`src/rtl/core/mmh_pkg.sv`:
```
// Shared types and constants for the max-min heap queue.
// No dependencies; every other file refers to this package by scoped names.
package mmh_pkg;

    localparam int OPCODE_BITS    = 3;
    localparam int STATUS_BITS    = 3;
    localparam int SUM_BITS       = 40;
    localparam int COUNT_OUT_BITS = 9;
    localparam logic [2:0] TD_LAST_CAND = 3'd6;

    typedef enum logic [OPCODE_BITS-1:0] {
        OPC_INSERT    = 3'd0,
        OPC_DEL_MAX   = 3'd1,
        OPC_DEL_ENTRY = 3'd2,
        OPC_SUM_MIN   = 3'd3,
        OPC_SUM_MAX   = 3'd4
    } opcode_t;

    typedef enum logic [2:0] {
        CMD_INSERT    = 3'd0,
        CMD_DEL_MAX   = 3'd1,
        CMD_DEL_ENTRY = 3'd2,
        CMD_SUM_MIN   = 3'd3,
        CMD_SUM_MAX   = 3'd4,
        CMD_NOP       = 3'd5
    } cmd_t;

    typedef enum logic [STATUS_BITS-1:0] {
        ST_OK        = 3'd0,
        ST_DUP       = 3'd1,
        ST_FULL      = 3'd2,
        ST_EMPTY     = 3'd3,
        ST_NOT_FOUND = 3'd4
    } status_t;

    typedef enum logic [4:0] {
        S_IDLE, S_SCAN, S_DECIDE, S_RD_ROOT, S_ROOT_GOT, S_LOAD_LAST,
        S_TD_START, S_TD_SCAN, S_TD_DEC, S_TD_W2, S_TD_PM, S_TD_END,
        S_BU_LOAD, S_BU_START, S_BU_PAR, S_CL_START, S_CL_CMP, S_DONE
    } eng_state_t;

    // Queue handshake between front and engine
    typedef struct packed {
        logic push;
        logic full;
    } q_in_ctl_t;

    typedef struct packed {
        logic valid;
        logic pop;
    } q_out_ctl_t;

    // Level 0 (root) and every even level are max levels.
    function automatic logic level_is_max(input logic [31:0] idx);
        logic [32:0] v;
        logic        odd;
        v   = {1'b0, idx} + 33'd1;
        odd = 1'b0;
        for (int b = 0; b < 33; b++) begin
            if (v[b]) begin
                odd = b[0];
            end
        end
        return !odd;
    endfunction

endpackage

```
`src/rtl/core/mmh_cmd_queue.sv`:
```
// Two-entry command queue between the front and the heap engine.
// Depends on mmh_pkg for the control structs.
module mmh_cmd_queue #(
    parameter int WIDTH = 51
) (
    input  logic               aclk,
    input  logic               aresetn,
    input  mmh_pkg::q_in_ctl_t in_ctl,
    input  logic [WIDTH-1:0]   in_data,
    output logic               full,
    input  mmh_pkg::q_out_ctl_t out_ctl,
    output logic               out_valid,
    output logic [WIDTH-1:0]   out_data
);

    logic [WIDTH-1:0] data_reg [2];
    logic             wr_ptr_reg, wr_ptr_next;
    logic             rd_ptr_reg, rd_ptr_next;
    logic [1:0]       fill_reg, fill_next;
    logic             do_push, do_pop;

    assign full      = (fill_reg == 2'd2);
    assign out_valid = (fill_reg != 2'd0);
    assign out_data  = data_reg[rd_ptr_reg];
    assign do_push   = in_ctl.push && !full;
    assign do_pop    = out_ctl.pop && out_valid;

    always_comb begin
        wr_ptr_next = wr_ptr_reg ^ do_push;
        rd_ptr_next = rd_ptr_reg ^ do_pop;
        fill_next   = fill_reg + {1'b0, do_push} - {1'b0, do_pop};
    end

    always_ff @(posedge aclk) begin
        if (!aresetn) begin
            wr_ptr_reg <= 1'b0;
            rd_ptr_reg <= 1'b0;
            fill_reg   <= 2'd0;
        end else begin
            wr_ptr_reg <= wr_ptr_next;
            rd_ptr_reg <= rd_ptr_next;
            fill_reg   <= fill_next;
        end
    end

    always_ff @(posedge aclk) begin
        if (do_push) begin
            data_reg[wr_ptr_reg] <= in_data;
        end
    end

endmodule

```
`config.mk`:
```
export PLATFORM = sky130hd
export DESIGN_NAME = mmh_cmd_queue
export DESIGN_NICKNAME = d
export VERILOG_FILES = /design/src/rtl/core/mmh_pkg.sv /design/src/rtl/core/mmh_cmd_queue.sv
export SDC_FILE = /design/constraint.sdc
export NUM_CORES = 1
export LEC_CHECK = 0
export BUFFER_PORTS_ARGS = -buffer_cell sky130_fd_sc_hd__buf_2
export CAP_MARGIN = 5
export CELL_PAD_IN_SITES_DETAIL_PLACEMENT = 1
export CELL_PAD_IN_SITES_GLOBAL_PLACEMENT = 1
export CORE_ASPECT_RATIO = 1.75
export CORE_MARGIN = 1
export CORE_UTILIZATION = 44
export CTS_CLUSTER_SIZE = 30
export DETAILED_ROUTE_END_ITERATION = 12
export MAX_ROUTING_LAYER = met4
export PLACE_DENSITY_LB_ADDON = 0.15
export SLEW_MARGIN = 20
export SYNTH_ARGS = -nofsm -noshare
export SYNTH_HDL_FRONTEND = slang
export SYNTH_SLANG_ARGS = --single-unit
```
`constraint.sdc`:
```
create_clock -name aclk -period 2.8 [get_ports aclk]
set_input_delay 0.7 -clock aclk [delete_from_list [all_inputs] [get_ports aclk]]
set_output_delay 0.7 -clock aclk [all_outputs]
set_load 0.005 [all_outputs]
```
==> results of run 1 <==
per-layer routing:
| metal | track usage (%) | up-vias |
|---|---|---|
| met2 | 27.6 | 69 |
| met4 | 7.41 | 0 |
| met1 | 14.9 | 987 |
| li1 | - | 955 |
| met5 | - | - |
| met3 | 3.53 | 11 |
power groups by stage:
stage | sequential, mW | combinational, mW | clock [mW]
3_3_place_gp | 2.16 | 1.08 | 0
4_1_cts | 2.15 | 1.11 | 1.31
3_5_place_dp | 2.18 | 1.10 | 0
5_1_grt | 2.17 | 1.18 | 1.36
2_1_floorplan | 2.12 | 0.801 | 0
6_report | 2.14 | 1.08 | 1.28
cell type report:
type	count	area, um^2
Tap cell	120	150
Clock inverter	6	80.1
Timing Repair Buffer	114	626
Multi-Input combinational cell	68	920
Clock buffer	10	229
Inverter	3	11.3
Fill cell	860	3970
Sequential cell	107	3170
kinds of logic after synthesis:
group,share of synthesized area [%]
flops,75.3
xor+xnor,0.536
buf+inv,2.92
mux,18.6
compound gates,0.179
simple gates,1.25
fa+ha+maj,1.19
synthesized netlist by cell type:
| library cell | instances | area [um^2] |
|---|---|---|
| o21a_1 | 1 | 7.51 |
| dfxtp_1 | 5 | 100 |
| and2_1 | 2 | 12.5 |
| or2b_1 | 1 | 7.51 |
| mux2_2 | 1 | 11.3 |
| nand2b_1 | 1 | 6.26 |
| mux2_4 | 50 | 751 |
| ha_1 | 4 | 50.1 |
| buf_12 | 5 | 100 |
| edfxtp_1 | 102 | 3060 |
| inv_1 | 3 | 11.3 |
| or2_2 | 1 | 6.26 |
| buf_6 | 1 | 11.3 |
| xnor3_1 | 1 | 22.5 |
| nor2b_1 | 2 | 12.5 |
| mux2i_1 | 2 | 20.0 |
| nand2_1 | 2 | 7.51 |
worst register-to-register path: cells and delay by family, from the launching register on:
family        cells  cell delay (ps)
flops             1              380
fa+ha+maj         1              370
simple gates      2              330
buf+inv           1              310
worst paths after layout:
| kind | start | end | slack, ps | cells past startpoint |
|---|---|---|---|---|
| worst min register to register | rd_ptr_reg | register | 490 | 2 |
| worst max-delay path | register | out_data[5] | 430 | 3 |
| worst max register to register | fill_reg[0] | data_reg[1][12] | 1100 | 4 |
| worst min-delay path | rd_ptr_reg | register | 490 | 2 |
metrics by stage:
step                      utilization (%)  hold WS [ps]  instances
after floorplan                         -           452        184
after global placement               53.3           451        412
after detailed placement             53.3           481        412
after CTS                            56.6           490        428
after global routing                 56.6           520        428
final                                56.6           488        428
==> metrics.md, run 1 <==
| Metric | Value |
|---|---|
| Max_cap viols | 0 |
| Clock buffer count from CTS | 9 |
| Top Ports | 110 |
| Worst-path clk slew | 60 ps |
| Worst EP arrival | 1670 ps |
| DRT iter0 DRCs | 73 |
| Sw power | 1.05 mW |
| Flops & latches, synth | 107 |
| DR vias/cell | 4.72 |
| Total GRT Usage | 15.5% |
| Slowest CP cell | dfxtp_4 |
| Yosys warnings | 0 |
| Max reg flops | 102 |
| Vias in the first global route | 2248 |
| Tcrit/Tclk final | 84.7% |
| Final min period | 2370 ps |
| DPL Wire Length | 4900 um |
| Placer Congestion | 0.662 |
| Post-Synthesis Cells | 184 |
| Switching part of the total | 23.4% |
| Outcome | complete, no violations |
| Vias post-DR | 2022 |
| CP max stage delay | 600 ps |
| Leakage | 2.07 nW |
| Initial antenna violation count | 0 |
| Avg Cell Area, Syn | 22.8 um^2 |
| Final Power | 4.50 mW |
| Wirelength per Cell | 16.2 um |
| Post-CTS Resized | 0 |
| Most frequent cells in the layout | buf_2 (107), edfxtp_1 (102), mux2_4 (50), clkbuf_16 (9) |
| ANT cells | 0 |
| Setup TNS | 0 ps |
| Pre-CTS setup slack | 763 ps |
| Critical path cell sequence | buf_4 > mux2_4 > buf_2 |
| Max-slew headroom | 73.7% |
| CP bufs+invs | 2 |
| Met1 Routed Length | 2490 um |
| Initial core utilization | 45.9% |
| Final hold vios | 0 |
| Final ANT Viol Nets | 0 |
| Final setup violation count | 0 |
| CTS Root Cell | clkbuf_16 |
| # DRC | 0 |
| Wire length on met3 | 328 um |
| Met2 routed WL | 3990 um |
| Distinct cells, synth | 17 |
| Port bufs | 107 |
| Largest net degree at the start of global routing | 28 |
| Seq/Total Area, Yosys | 75.3% |
| DR pass1 iterations | 2 |
| Total grt overflow | 0 |
| Die H | 131 um |
| CTS tree | yes |
| Clock share of power | 28.4% |
| Setup Fix Bufs, Post-CTS | 0 |
| Mapped Nets | 245 |
| Htree depth | 3 |
| Routed Wire Length | 6950 um |
| Skew-Pair Late Insertion Delay | 340 ps |
| Synthesized area | 4200 um^2 |
| First-pass GRT wire length | 10600 um |
| Top Layer Used | met4 |
| Area delta synth->final | 23.4% |
| Clock skew | 6.09 ps |
| CTS Hold Buffers Added | 0 |
| Final nets | 364 |
| Final non-filler cell area | 5180 um^2 |
| Maximum clock path buffer count | 2 |
| CP Class | reg2out |
| Pwr Density | 868 nW/um^2 |
| P_int | 3.45 mW |
| Clock sinks | 107 |
| Combinational power share | 24.0% |
| Top delay family on crit path | flip-flops |
| Final worst setup slack | 428 ps |
| CP Data Required Time | 2100 ps |
| Flop pwr share | 47.6% |
| Fmax | 422 MHz |
| Worst-Margin Slew | 394 ps |
| CP Capture Type | output port |
| Tightest Hold Check Type | reg2reg |
| Fraction of final layout cells sized beyond drive strength 1 | 59.7% |
| Maximum vdd drop | 0.000480 V |
| Commonest non-fill, non-tap cell in the layout | buf_2 |
| Die area | 9960 um^2 |
| CP Launch Type | register |
| Placed inst area | 4870 um^2 |
| Slew Viols, Final | 0 |
| Crit Path Max Fanout | 20 |
| RSZ-0062 raised after global routing | no |
| Die width | 75.9 um |
| Total core area | 9150 um^2 |
| Row count | 46 |
Power figures use the tool's default switching activity.
==> run 2: changes to the inputs <==
==> constraint.sdc (replaced) <==
create_clock -name aclk -period 2.3 [get_ports aclk]
set_input_delay 0.575 -clock aclk [delete_from_list [all_inputs] [get_ports aclk]]
set_output_delay 0.575 -clock aclk [all_outputs]
set_load 0.005 [all_outputs]
==> run 2 against run 1 <==
  * Clock-buffer cell count grew 2
  * Hold slack lost 60 ps
  * Wire length is 0.40% higher
  * Sequential cell count did not move
  * Global-route usage is 0.19 points lower
  * Core utilization fell by 0.16 points
  * Via count increased by 0.25%
  * Cell count did not move
==> metrics.md, run 2 (synthesized netlist as in run 1, its figures left out) <==
| Metric | Value |
|---|---|
| DR vias/cell | 4.74 (+0.25%) |
| Die area | 9960 um^2 (unchanged) |
| CTS tree | yes |
| Hold Path Stages | 1 (-1) |
| DPL Wire Length | 4900 um (-0.11%) |
| Clock sinks | 107 (unchanged) |
| Fraction of final layout cells sized beyond drive strength 1 | 59.7% (unchanged) |
| First-pass GRT wire length | 10600 um (+0.52%) |
| Leakage | 2.05 nW (-0.88%) |
| Critical path cell sequence | buf_4 > mux2_4 > buf_2 |
| ANT cells | 0 (unchanged) |
| Pwr Density | 1030 nW/um^2 (+19%) |
| Total GRT Usage | 15.3% (-0.19 points) |
| Worst Hold Path EP | data_reg[1][16] |
| Layout fillers | 857 (-0.35%) |
| Initial core utilization | 45.9% (unchanged) |
| Top Ports | 110 (unchanged) |
| Worst-path clk slew | 60 ps (about the same) |
| Slew Viols, Final | 0 (unchanged) |
| Post-CTS Resized | 0 (unchanged) |
| Max_cap viols | 0 (unchanged) |
| R2R Path End | fill_reg[1] |
| CP bufs+invs | 2 (unchanged) |
| Placer Congestion | 0.685 (+3.5%) |
| DR pass1 iterations | 4 (+2) |
| Htree depth | 3 (unchanged) |
| Placed Cells | 412 (unchanged) |
| Clock buffer count from CTS | 9 (unchanged) |
| Core Util, Final | 56.5% (-0.16 points) |
| Die H | 131 um (unchanged) |
| Vias post-DR | 2027 (+0.25%) |
| CTS Root Cell | clkbuf_16 |
| CP Data Required Time | 1730 ps (-370 ps) |
| CP Launch Type | register |
| # DRC | 0 (unchanged) |
| Clock skew | 4.28 ps (-1.81 ps) |
| Port bufs | 107 (unchanged) |
| Outcome | complete, no violations |
| Die width | 75.9 um (unchanged) |
| Largest net degree at the start of global routing | 37 (+32%) |
| Maximum clock path buffer count | 2 (unchanged) |
| Tcrit/Tclk final | 90.5% |
| Total core area | 9150 um^2 (unchanged) |
| Row count | 46 (unchanged) |
| Total grt overflow | 0 (unchanged) |
| Area delta synth->final | 23.0% |
| Slowest CP cell | dfxtp_4 |
| RR Startpoint | fill_reg[1] |
| Final hold vios | 0 (unchanged) |
| Worst EP arrival | 1510 ps (-160 ps) |
| Fmax | 481 MHz |
| Wirelength per Cell | 16.3 um (+0.40%) |
| Routed Wire Length | 6980 um (+0.40%) |
| CTS Hold Buffers Added | 0 (unchanged) |
| Commonest non-fill, non-tap cell in the layout | buf_2 |
| Setup Fix Bufs, Post-CTS | 0 (unchanged) |
| Min-delay src | in_data[16] |
| Max reg flops | 102 (unchanged) |
| Maximum vdd drop | 0.000617 V (+29%) |
| Final ANT Viol Nets | 0 (unchanged) |
| Critical path depth in cells | 3 (unchanged) |
| Worst R2R Path Depth | 7 (+3) |
| CP Capture Type | output port |
| Final min period | 2080 ps |
| RSZ-0062 raised after global routing | no |
| Max-slew headroom | 83.7% (+10 points) |
| DRT iter0 DRCs | 72 (-1.4%) |
| Hold slack | 428 ps (-59.5 ps) |
| Tightest Hold Check Type | in2reg |
| Top delay family on crit path | flip-flops |
| CP max stage delay | 430 ps (-170 ps) |
| Initial antenna violation count | 0 (unchanged) |
| CP Class | reg2out |
| Post-route non-filler standard cell count | 428 (unchanged) |
| Final setup violation count | 0 (unchanged) |
| Most frequent cells in the layout | buf_2 (107), edfxtp_1 (102), mux2_4 (50), clkbuf_16 (9) |
| Final nets | 364 (unchanged) |
| R2R setup slack | 770 ps (-330 ps) |
| Worst-Margin Slew | 244 ps (-150 ps) |
| Crit Path Max Fanout | 12 (-40%) |
| Vias in the first global route | 2260 (+0.53%) |
| Skew-Pair Late Insertion Delay | 330 ps (about the same) |
==> run 2: worst max path at each step <==
stage | start | endpoint
finish | register | out_data[29]
global placement | register | out_data[29]
detailed placement | out_ctl[0] | fill_reg[1]
global route | register | out_data[29]
CTS | register | out_data[29]
floorplan | in_ctl[1] | data_reg[1][0]
==> run 2: cell type report <==
type                    instances  area, um^2  share of cell area, %
clock buffers                  12         256                   4.96
repair buffers                114         638                   12.3
flip-flops and latches        107        3170                   61.3
inverters                       3        11.3                  0.218
multi-input cells              68         920                   17.8
clock inverters                 4        25.0                  0.484
well taps                     120         150                   2.91
==> run 2: per-stage QoR <==
stage / setup TNS, ps / area [um^2] / power [mW] / worst slack, ps
finish: 0 / 5170 / 5.34 / 219
global route: 0 / 5170 / 5.60 / 144
CTS: 0 / 5170 / 5.43 / 186
detailed placement: 0 / 4890 / 4.01 / 556
global placement: 0 / 4890 / 3.97 / 563
floorplan: -8480 / 4200 / 3.55 / -83.1
==> run 2: power by group <==
part	leakage [nW]	switching, mW	internal (mW)
logic	0.924	0.575	0.786
registers	0.995	0.0943	2.47
clock network	0.135	0.618	0.789
==> run 2: per-layer routing <==
metal	vias up	track usage [%]	part of all wire, %
met1	989	14.5	36
li1	954	-	-
met4	0	6.58	2.3
met2	73	27.3	56
met3	11	4.29	5.5
met5	-	-	0
